### config.mk
export PLATFORM = sky130hd
export DESIGN_NAME = generic_text_tokenizer_unit
export DESIGN_NICKNAME = d
export VERILOG_FILES = /design/src/rtl/core/gtt_pkg.sv /design/src/rtl/core/gtt_scan.sv /design/src/rtl/core/gtt_out.sv /design/src/rtl/core/generic_text_tokenizer_unit.sv
export SDC_FILE = /design/constraint.sdc
export NUM_CORES = 1
export LEC_CHECK = 0
export BUFFER_PORTS_ARGS = -buffer_cell sky130_fd_sc_hd__buf_4
export CORE_MARGIN = 3
export CORE_UTILIZATION = 50
export CTS_CLUSTER_DIAMETER = 150
export DETAILED_ROUTE_END_ITERATION = 8
export PLACE_DENSITY = 0.67
export SYNTH_ARGS = -nofsm -noshare
export SYNTH_HDL_FRONTEND = slang
export SYNTH_SLANG_ARGS = --single-unit
### constraint.sdc
create_clock -name clk -period 13.1 [get_ports clk]
set_input_delay 3.93 -clock clk [delete_from_list [all_inputs] [get_ports clk]]
set_output_delay 3.93 -clock clk [all_outputs]
set_load 0.005 [all_outputs]
### src/rtl/core/gtt_pkg.sv
package gtt_pkg;

  // Default file size bound; the saturation points of the counters follow from it
  localparam int unsigned MAX_FILE_BYTES_DEF = 32'd8388608;

  localparam int unsigned LINE_W = 24;
  localparam int unsigned COL_W  = 23;
  localparam int unsigned LEN_W  = 24;
  localparam int unsigned KIND_W = 3;
  localparam int unsigned RECS   = 3;   // record slots per byte; one byte causes at most two

  // Scanner modes; the eighth code is unused and behaves as idle
  typedef enum logic [2:0] {
    MODE_IDLE  = 3'd0,
    MODE_SLASH = 3'd1,
    MODE_LINEC = 3'd2,
    MODE_BLOCK = 3'd3,
    MODE_STR   = 3'd4,
    MODE_NUM   = 3'd5,
    MODE_IDENT = 3'd6
  } mode_t;

  localparam logic [KIND_W-1:0] KIND_IDENT = 3'd0;
  localparam logic [KIND_W-1:0] KIND_NUM   = 3'd1;
  localparam logic [KIND_W-1:0] KIND_STR   = 3'd2;
  localparam logic [KIND_W-1:0] KIND_CMT   = 3'd3;
  localparam logic [KIND_W-1:0] KIND_PUNCT = 3'd4;
  localparam logic [KIND_W-1:0] KIND_OP    = 3'd5;

  typedef struct packed {
    logic [LINE_W-1:0] line;
    logic [COL_W-1:0]  col;
    logic [LEN_W-1:0]  len;
    logic [KIND_W-1:0] kind;
  } rec_t;

  // All token records caused by one byte, slot 0 first
  typedef struct packed {
    logic [1:0]      cnt;
    rec_t [RECS-1:0] rec;
  } grp_t;

endpackage

### src/rtl/core/gtt_scan.sv
module gtt_scan #(
  parameter int unsigned MAX_FILE_BYTES = gtt_pkg::MAX_FILE_BYTES_DEF
) (
  input  logic         clk,
  input  logic         rst_n,
  input  logic         step,       // commit the byte below
  input  logic [7:0]   data_byte,
  input  logic         is_last,
  output gtt_pkg::grp_t grp        // records this byte causes
);

  localparam longint unsigned MFB = longint'(MAX_FILE_BYTES);
  localparam longint unsigned LINE_CAP_L = (MFB + 64'd1 < 64'hFFFFFF) ? MFB + 64'd1 : 64'hFFFFFF;
  localparam longint unsigned COL_CAP_L  = (MFB - 64'd1 < 64'h7FFFFF) ? MFB - 64'd1 : 64'h7FFFFF;
  localparam longint unsigned LEN_CAP_L  = (MFB < 64'hFFFFFF) ? MFB : 64'hFFFFFF;
  localparam logic [gtt_pkg::LINE_W-1:0] LINE_CAP = LINE_CAP_L[gtt_pkg::LINE_W-1:0];
  localparam logic [gtt_pkg::COL_W-1:0]  COL_CAP  = COL_CAP_L[gtt_pkg::COL_W-1:0];
  localparam logic [gtt_pkg::LEN_W-1:0]  LEN_CAP  = LEN_CAP_L[gtt_pkg::LEN_W-1:0];
  localparam logic [gtt_pkg::LINE_W-1:0] LINE_ONE = {{(gtt_pkg::LINE_W-1){1'b0}}, 1'b1};
  localparam logic [gtt_pkg::LEN_W-1:0]  LEN_ONE  = {{(gtt_pkg::LEN_W-1){1'b0}}, 1'b1};

  localparam logic [7:0] CH_NL    = 8'h0A;
  localparam logic [7:0] CH_TAB   = 8'h09;
  localparam logic [7:0] CH_CR    = 8'h0D;
  localparam logic [7:0] CH_SPACE = 8'h20;
  localparam logic [7:0] CH_HASH  = 8'h23;
  localparam logic [7:0] CH_SLASH = 8'h2F;
  localparam logic [7:0] CH_STAR  = 8'h2A;
  localparam logic [7:0] CH_DQ    = 8'h22;
  localparam logic [7:0] CH_SQ    = 8'h27;
  localparam logic [7:0] CH_BSL   = 8'h5C;
  localparam logic [7:0] CH_DOT   = 8'h2E;
  localparam logic [7:0] CH_UND   = 8'h5F;

  function automatic logic is_digit(input logic [7:0] b);
    return (b >= 8'h30) && (b <= 8'h39);
  endfunction

  function automatic logic is_alpha(input logic [7:0] b);
    return ((b >= 8'h61) && (b <= 8'h7A)) || ((b >= 8'h41) && (b <= 8'h5A));
  endfunction

  function automatic logic is_punct(input logic [7:0] b);
    return (b == 8'h28) || (b == 8'h29) || (b == 8'h5B) || (b == 8'h5D) ||
           (b == 8'h7B) || (b == 8'h7D) || (b == 8'h3B) || (b == 8'h2C) || (b == CH_DOT);
  endfunction

  gtt_pkg::mode_t               mode_r, mode_nxt;
  logic [gtt_pkg::LINE_W-1:0]   line_r, line_nxt;
  logic [gtt_pkg::COL_W-1:0]    col_r, col_nxt;
  logic [gtt_pkg::LINE_W-1:0]   oline_r, oline_nxt;
  logic [gtt_pkg::COL_W-1:0]    ocol_r, ocol_nxt;
  logic [gtt_pkg::LEN_W-1:0]    olen_r, olen_nxt;
  logic                         qsingle_r, qsingle_nxt;
  logic                         esc_r, esc_nxt;
  logic                         star_r, star_nxt;
  logic                         inblk_r, inblk_nxt;

  always_comb begin
    logic                  fresh;   // byte falls through to the idle decoder
    logic [1:0]            n;
    gtt_pkg::rec_t [2:0]   rec;
    logic [gtt_pkg::KIND_W-1:0] fk;
    logic                  fl;

    mode_nxt    = mode_r;
    line_nxt    = line_r;
    col_nxt     = col_r;
    oline_nxt   = oline_r;
    ocol_nxt    = ocol_r;
    olen_nxt    = olen_r;
    qsingle_nxt = qsingle_r;
    esc_nxt     = esc_r;
    star_nxt    = star_r;
    inblk_nxt   = inblk_r;
    fresh       = 1'b1;
    n           = 2'd0;
    rec         = '0;
    fk          = gtt_pkg::KIND_OP;
    fl          = 1'b0;

    // Close or extend the open token
    unique case (mode_r)
      gtt_pkg::MODE_SLASH: begin
        if (data_byte == CH_SLASH || data_byte == CH_STAR) begin
          if (data_byte == CH_SLASH) begin
            mode_nxt = gtt_pkg::MODE_LINEC;
          end else begin
            mode_nxt  = gtt_pkg::MODE_BLOCK;
            inblk_nxt = 1'b1;
            star_nxt  = 1'b0;
          end
          if (olen_nxt < LEN_CAP) olen_nxt = olen_nxt + 1'b1;
          if (col_nxt < COL_CAP) col_nxt = col_nxt + 1'b1;
          fresh = 1'b0;
        end else begin
          rec[n] = '{oline_nxt, ocol_nxt, olen_nxt, gtt_pkg::KIND_OP};
          n = n + 2'd1;
        end
      end
      gtt_pkg::MODE_LINEC: begin
        if (data_byte != CH_NL) begin
          if (olen_nxt < LEN_CAP) olen_nxt = olen_nxt + 1'b1;
          if (col_nxt < COL_CAP) col_nxt = col_nxt + 1'b1;
          fresh = 1'b0;
        end else begin
          rec[n] = '{oline_nxt, ocol_nxt, olen_nxt, gtt_pkg::KIND_CMT};
          n = n + 2'd1;
        end
      end
      gtt_pkg::MODE_BLOCK: begin
        if (data_byte == CH_NL) begin
          rec[n] = '{oline_nxt, ocol_nxt, olen_nxt, gtt_pkg::KIND_CMT};
          n = n + 2'd1;
          star_nxt = 1'b0;
        end else begin
          if (olen_nxt < LEN_CAP) olen_nxt = olen_nxt + 1'b1;
          if (col_nxt < COL_CAP) col_nxt = col_nxt + 1'b1;
          if (star_r && data_byte == CH_SLASH) begin
            rec[n] = '{oline_nxt, ocol_nxt, olen_nxt, gtt_pkg::KIND_CMT};
            n = n + 2'd1;
            inblk_nxt = 1'b0;
            star_nxt  = 1'b0;
            mode_nxt  = gtt_pkg::MODE_IDLE;
          end else begin
            star_nxt = (data_byte == CH_STAR);
          end
          fresh = 1'b0;
        end
      end
      gtt_pkg::MODE_STR: begin
        if (esc_r) begin
          // escaped byte, newline included, joins the string
          if (olen_nxt < LEN_CAP) olen_nxt = olen_nxt + 1'b1;
          if (col_nxt < COL_CAP) col_nxt = col_nxt + 1'b1;
          esc_nxt = 1'b0;
          fresh   = 1'b0;
        end else if (data_byte == (qsingle_r ? CH_SQ : CH_DQ)) begin
          if (olen_nxt < LEN_CAP) olen_nxt = olen_nxt + 1'b1;
          if (col_nxt < COL_CAP) col_nxt = col_nxt + 1'b1;
          rec[n] = '{oline_nxt, ocol_nxt, olen_nxt, gtt_pkg::KIND_STR};
          n = n + 2'd1;
          mode_nxt = gtt_pkg::MODE_IDLE;
          fresh    = 1'b0;
        end else if (data_byte == CH_NL) begin
          rec[n] = '{oline_nxt, ocol_nxt, olen_nxt, gtt_pkg::KIND_STR};
          n = n + 2'd1;
        end else begin
          if (olen_nxt < LEN_CAP) olen_nxt = olen_nxt + 1'b1;
          if (col_nxt < COL_CAP) col_nxt = col_nxt + 1'b1;
          esc_nxt = (data_byte == CH_BSL);
          fresh   = 1'b0;
        end
      end
      gtt_pkg::MODE_NUM: begin
        if (is_digit(data_byte) || is_alpha(data_byte) || data_byte == CH_DOT ||
            data_byte == CH_UND) begin
          if (olen_nxt < LEN_CAP) olen_nxt = olen_nxt + 1'b1;
          if (col_nxt < COL_CAP) col_nxt = col_nxt + 1'b1;
          fresh = 1'b0;
        end else begin
          rec[n] = '{oline_nxt, ocol_nxt, olen_nxt, gtt_pkg::KIND_NUM};
          n = n + 2'd1;
        end
      end
      gtt_pkg::MODE_IDENT: begin
        if (is_digit(data_byte) || is_alpha(data_byte) || data_byte == CH_UND ||
            data_byte[7]) begin
          if (olen_nxt < LEN_CAP) olen_nxt = olen_nxt + 1'b1;
          if (col_nxt < COL_CAP) col_nxt = col_nxt + 1'b1;
          fresh = 1'b0;
        end else begin
          rec[n] = '{oline_nxt, ocol_nxt, olen_nxt, gtt_pkg::KIND_IDENT};
          n = n + 2'd1;
        end
      end
      default: begin
      end
    endcase

    // Decode the byte as the start of something new
    if (fresh) begin
      mode_nxt = gtt_pkg::MODE_IDLE;
      if (data_byte == CH_NL) begin
        if (line_nxt < LINE_CAP) line_nxt = line_nxt + 1'b1;
        col_nxt = '0;
      end else begin
        priority if (inblk_nxt) begin
          oline_nxt = line_nxt; ocol_nxt = col_nxt; olen_nxt = LEN_ONE;
          mode_nxt  = gtt_pkg::MODE_BLOCK;
          star_nxt  = (data_byte == CH_STAR);
        end else if (data_byte == CH_SPACE || data_byte == CH_TAB || data_byte == CH_CR) begin
          // whitespace is dropped
        end else if (data_byte == CH_HASH) begin
          oline_nxt = line_nxt; ocol_nxt = col_nxt; olen_nxt = LEN_ONE;
          mode_nxt  = gtt_pkg::MODE_LINEC;
        end else if (data_byte == CH_SLASH) begin
          oline_nxt = line_nxt; ocol_nxt = col_nxt; olen_nxt = LEN_ONE;
          mode_nxt  = gtt_pkg::MODE_SLASH;
        end else if (data_byte == CH_DQ || data_byte == CH_SQ) begin
          oline_nxt   = line_nxt; ocol_nxt = col_nxt; olen_nxt = LEN_ONE;
          mode_nxt    = gtt_pkg::MODE_STR;
          qsingle_nxt = (data_byte == CH_SQ);
          esc_nxt     = 1'b0;
        end else if (is_digit(data_byte)) begin
          oline_nxt = line_nxt; ocol_nxt = col_nxt; olen_nxt = LEN_ONE;
          mode_nxt  = gtt_pkg::MODE_NUM;
        end else if (is_alpha(data_byte) || data_byte == CH_UND || data_byte[7]) begin
          oline_nxt = line_nxt; ocol_nxt = col_nxt; olen_nxt = LEN_ONE;
          mode_nxt  = gtt_pkg::MODE_IDENT;
        end else begin
          oline_nxt = line_nxt; ocol_nxt = col_nxt; olen_nxt = LEN_ONE;
          rec[n] = '{oline_nxt, ocol_nxt, olen_nxt,
                     is_punct(data_byte) ? gtt_pkg::KIND_PUNCT : gtt_pkg::KIND_OP};
          n = n + 2'd1;
        end
        if (col_nxt < COL_CAP) col_nxt = col_nxt + 1'b1;
      end
    end

    // End of file: flush the open token and start over
    if (is_last) begin
      unique case (mode_nxt)
        gtt_pkg::MODE_SLASH: begin fl = 1'b1; fk = gtt_pkg::KIND_OP;    end
        gtt_pkg::MODE_LINEC: begin fl = 1'b1; fk = gtt_pkg::KIND_CMT;   end
        gtt_pkg::MODE_BLOCK: begin fl = 1'b1; fk = gtt_pkg::KIND_CMT;   end
        gtt_pkg::MODE_STR:   begin fl = 1'b1; fk = gtt_pkg::KIND_STR;   end
        gtt_pkg::MODE_NUM:   begin fl = 1'b1; fk = gtt_pkg::KIND_NUM;   end
        gtt_pkg::MODE_IDENT: begin fl = 1'b1; fk = gtt_pkg::KIND_IDENT; end
        default:             begin fl = 1'b0; fk = gtt_pkg::KIND_OP;    end
      endcase
      if (fl) begin
        rec[n] = '{oline_nxt, ocol_nxt, olen_nxt, fk};
        n = n + 2'd1;
      end
      mode_nxt    = gtt_pkg::MODE_IDLE;
      line_nxt    = LINE_ONE;
      col_nxt     = '0;
      oline_nxt   = LINE_ONE;
      ocol_nxt    = '0;
      olen_nxt    = '0;
      qsingle_nxt = 1'b0;
      esc_nxt     = 1'b0;
      star_nxt    = 1'b0;
      inblk_nxt   = 1'b0;
    end

    grp.cnt = n;
    grp.rec = rec;
  end

  always_ff @(posedge clk) begin
    if (!rst_n) begin
      mode_r    <= gtt_pkg::MODE_IDLE;
      line_r    <= LINE_ONE;
      col_r     <= '0;
      oline_r   <= LINE_ONE;
      ocol_r    <= '0;
      olen_r    <= '0;
      qsingle_r <= 1'b0;
      esc_r     <= 1'b0;
      star_r    <= 1'b0;
      inblk_r   <= 1'b0;
    end else if (step) begin
      mode_r    <= mode_nxt;
      line_r    <= line_nxt;
      col_r     <= col_nxt;
      oline_r   <= oline_nxt;
      ocol_r    <= ocol_nxt;
      olen_r    <= olen_nxt;
      qsingle_r <= qsingle_nxt;
      esc_r     <= esc_nxt;
      star_r    <= star_nxt;
      inblk_r   <= inblk_nxt;
    end
  end

endmodule

### src/rtl/core/gtt_out.sv
module gtt_out (
  input  logic                              clk,
  input  logic                              rst_n,
  input  logic                              grp_vld,   // a byte waits to be scanned
  input  gtt_pkg::grp_t                     grp_in,
  output logic                              grp_load,  // scan it and take its records
  output logic                              out_tvalid,
  input  logic                              out_tready,
  output gtt_pkg::rec_t                     out_rec,
  output logic                              out_last
);

  logic [1:0]                        cnt_r;
  gtt_pkg::rec_t [gtt_pkg::RECS-1:0] rec_r;
  logic [1:0]                        idx_r;
  logic                              take;
  logic                              at_end;

  assign out_tvalid = (cnt_r != 2'd0);
  assign out_rec    = rec_r[idx_r];
  assign at_end     = (idx_r == cnt_r - 2'd1);
  assign out_last   = at_end;
  assign take       = out_tvalid && out_tready;
  assign grp_load   = grp_vld && (!out_tvalid || (take && at_end));

  always_ff @(posedge clk) begin
    if (!rst_n) begin
      cnt_r <= 2'd0;
      idx_r <= 2'd0;
    end else if (grp_load) begin
      cnt_r <= grp_in.cnt;
      idx_r <= 2'd0;
    end else if (take) begin
      if (at_end) begin
        cnt_r <= 2'd0;
        idx_r <= 2'd0;
      end else begin
        idx_r <= idx_r + 2'd1;
      end
    end
  end

  always_ff @(posedge clk) begin
    if (grp_load) begin
      rec_r <= grp_in.rec;
    end
  end

endmodule

### src/rtl/core/generic_text_tokenizer_unit.sv
// Text tokenizer for syntax highlighting.
// Input channel (in_*): one text byte per word, in_tlast on the final byte
// of a file. Output channel (out_*): one token record per word, with
// out_tuser giving the token kind and out_tlast marking the last record
// caused by one input byte.
// A byte accepted into the input register is scanned into the result register
// as soon as that register is free; its records are then offered from the
// result register, one at a time.
// Throughput: one byte per cycle while each byte causes at most one record
// and the receiver is ready; a byte causing more records holds the input
// until the single output port has drained the result register.
// Bytes causing no record pass at one per cycle.
// The final byte of a file flushes any open token and returns the scanner
// to line 1, column 0, idle, ready for the next file.
// Reset (rst_n low at a clock edge) empties both registers and clears the
// scanner state. When the receiver stalls, the result register holds its
// records and the input register holds one more byte; in_tready then drops.
module generic_text_tokenizer_unit #(
  parameter int unsigned MAX_FILE_BYTES = gtt_pkg::MAX_FILE_BYTES_DEF
) (
  input  logic        clk,
  input  logic        rst_n,
  input  logic        in_tvalid,
  output logic        in_tready,
  input  logic [7:0]  in_tdata,   // [7:0] data_byte
  input  logic        in_tlast,   // is_last
  output logic        out_tvalid,
  input  logic        out_tready,
  output logic [71:0] out_tdata,  // [23:0] line_number, [46:24] start_column,
                                  // [70:47] token_length, [71] zero
  output logic [2:0]  out_tuser,  // [2:0] token_kind
  output logic        out_tlast   // run_end
);

  // Input register
  logic       byte_vld_r;
  logic [7:0] byte_r;
  logic       last_r;
  logic       grp_load;
  logic       in_take;

  gtt_pkg::grp_t grp;
  gtt_pkg::rec_t rec;

  assign in_tready = !byte_vld_r || grp_load;
  assign in_take   = in_tvalid && in_tready;

  always_ff @(posedge clk) begin
    if (!rst_n) begin
      byte_vld_r <= 1'b0;
    end else if (in_take) begin
      byte_vld_r <= 1'b1;
    end else if (grp_load) begin
      byte_vld_r <= 1'b0;
    end
  end

  always_ff @(posedge clk) begin
    if (in_take) begin
      byte_r <= in_tdata;
      last_r <= in_tlast;
    end
  end

  // Scanner state advances exactly when its records move to the result register
  gtt_scan #(
    .MAX_FILE_BYTES(MAX_FILE_BYTES)
  ) u_scan (
    .clk       (clk),
    .rst_n     (rst_n),
    .step      (grp_load),
    .data_byte (byte_r),
    .is_last   (last_r),
    .grp       (grp)
  );

  gtt_out u_out (
    .clk        (clk),
    .rst_n      (rst_n),
    .grp_vld    (byte_vld_r),
    .grp_in     (grp),
    .grp_load   (grp_load),
    .out_tvalid (out_tvalid),
    .out_tready (out_tready),
    .out_rec    (rec),
    .out_last   (out_tlast)
  );

  assign out_tdata = {1'b0, rec.len, rec.col, rec.line};
  assign out_tuser = rec.kind;

endmodule
==> impl_metrics.json <==
{
  "status": "finished, final reports clean",
  "chipWidth_um": 201,
  "yosys_most_used_dff": "edfxtp_1",
  "syn_inst": 2037,
  "cts_buffers": 40,
  "die_area_um2": 40400,
  "leakage_nw": 6.83,
  "layout_commonest_cell": "nand2_1",
  "async_flop_share_pct": 0,
  "most-common-layout-cells": "nand2_1 (342), edfxtp_1 (231), o21ai_0 (216)",
  "worst_pin_slew_ps": 1090,
  "fmax_mhz": 118,
  "tns_ps": 0,
  "worstPathMaxFanout": 4,
  "dp.cells": 2488,
  "insertion_delay_ps": 560,
  "cts_setup_buffers": 0,
  "r2r_start": "byte_r[4]$_DFFE_PP_",
  "io_pins": 91,
  "relSlewSlack_pct": 27.4,
  "vias_per_cell": 6.08,
  "core_area_um2": 37000,
  "area_growth_pct": 11.0,
  "finalCritPeriodShare_pct": 64.7,
  "synth_fp_nets": 2060,
  "yosysSeqAreaShare_pct": 50.2,
  "holdPathStages": 2,
  "drive_gt1_share_pct": 10.7,
  "vdd_ir_drop_max_v": 0.0000870,
  "synthesis.area_um2": 19000,
  "path_clk_slew_ps": 60,
  "crit_required_ps": 9170,
  "worst-r2r-setup-slack_ps": 6720,
  "path_cells": "buf_4, a21oi_1, nand2_1, buf_4",
  "layout.nets": 2049,
  "io_buffer_count": 89,
  "drv_slew": 0,
  "min_from": "u_scan.ocol_r[17]$_SDFFE_PN0P_",
  "worstReg2RegEnd": "u_scan.oline_r[17]$_SDFFE_PN0P_",
  "antenna_found_initial": 0,
  "yosys_warnings": 0,
  "cts-root-buf": "clkbuf_16",
  "die_y_um": 201,
  "critPathCaptureType": "output port",
  "rows": 70,
  "antenna_left": 0,
  "drt_wl_total_um": 52000,
  "overflow": 0,
  "finClkSkew_ps": 17.5,
  "htreeDepth": 2,
  "first_pass_iters": 6,
  "final_hold_viol_count": 0,
  "slowest_stage": "a21oi_1",
  "power_density_nw_per_um2": 123,
  "clock_path_buffers": 3,
  "grt_pass1_vias": 14930,
  "min_to": "u_scan.ocol_r[17]$_SDFFE_PN0P_",
  "n_antenna_cell": 0,
  "power_mw": 2.60,
  "crit_buf_inv": 2,
  "drv_cap": 0,
  "cpMostUsedCell": "buf_4",
  "final-setup-viol-count": 0,
  "stdcell_count": 2562,
  "tritoncts": "built",
  "clkSinkCount": 361,
  "dp_hpwl_um": 32800,
  "drcViolationCount": 0,
  "path_delay_family": "buffers and inverters",
  "crit_type": "in2out",
  "synth_edf_count": 231,
  "drt_iter0_markers": 1368,
  "rsz0062_at_grt": "false",
  "cp-start-kind": "input pin",
  "rr_worst_depth": 11,
  "synth_cell_types": 93,
  "min_period_ps": 8470,
  "start_util_pct": 51.3,
  "gp_congestion": 0.906,
  "cts_hold_buf": 0,
  "max_stage_delay_ps": 240,
  "grt_pass1_wl_um": 83100,
  "syn_area_per_cell_um2": 9.33,
  "crit_start": "out_tready",
  "arrival_ps": 4540,
  "synth_seq_cells": 361,
  "cts_resized": 0,
  "post_drt_wl_per_cell_um": 20.3,
  "hp-class": "reg2reg",
  "grt_max_degree": 84,
  "grt_usage_pct": 25.2,
  "via_count": 15566
}
[synth_stat cells (all sizes together), types with 34 or more instances]
library cell,number,area [µm²]
dfxtp,130,2600
a22o,76,666
a21oi,104,532
xnor2,34,298
o21ai,225,1130
xor2,38,333
nand2,344,1290
mux2i,84,841
nand3,38,190
buf,52,258
clkbuf,115,432
edfxtp,231,6940
nor2,195,739
[tightest hold or removal path: stages, from the launching register on]
cell and delay (ps):
dfxtp_1 340, nand2_1 50, o21ai_0 60
[worst max-delay path by stage]
stage                                          end  cells after the start
finish                                   in_tready                      4
detailed placement                       in_tready                      4
CTS                                      in_tready                      4
global route                             in_tready                      4
floorplan           u_scan.line_r[10]$_SDFFE_PN0P_                      8
global placement                         in_tready                      4
[cell type report]
type,count,area [µm²]
well taps,504,631
clock inverters,14,86.3
repair buffers,114,856
clock buffers,60,1170
inverters,23,93.8
fillers,3313,16000
multi-input cells,1486,8710
flip-flops and latches,361,9540
[registers in the layout, indices dropped and copies added (netlist names), 2 cells and up]
register        count
u_scan.mode_r       3
u_out.idx_r         2
u_scan.ocol_r      23
u_scan.olen_r      24
u_scan.line_r      24
u_out.rec_r       222
u_scan.oline_r     24
byte_r              8
u_scan.col_r       23
u_out.cnt_r         2
[metrics by stage]
step	instance area (µm²)	hold WS, ps	util, %	worst slack (ps)
after floorplan	19000	442	-	3530
after global placement	19800	454	53.5	4660
after detailed placement	19800	462	53.5	4650
after CTS	21100	476	56.9	4650
after global routing	21100	501	56.9	4600
final	21100	477	56.9	4630
[report_power, final]
group | internal (mW) | switching (mW)
clock network | 0.619 | 0.457
registers | 1.26 | 0.0198
logic | 0.0727 | 0.171
total | 1.95 | 0.647
[cells by family after synthesis]
kind of cell	share of synthesized area [%]
buf+inv	4.08
mux	4.54
compound gates	18.5
xor+xnor	3.32
flops	50.2
fa+ha+maj	0.659
simple gates	18.7
other cells	0.0197
[per-layer routing]
metal	share of wire [%]	up-vias	track usage, %
met5	0	-	0
met4	1.9	0	7.10
met3	6.9	81	3.34
met2	47	549	41.8
met1	44	7588	35.0
li1	-	7348	-
Note: power is estimated with default switching activity, not from simulation.
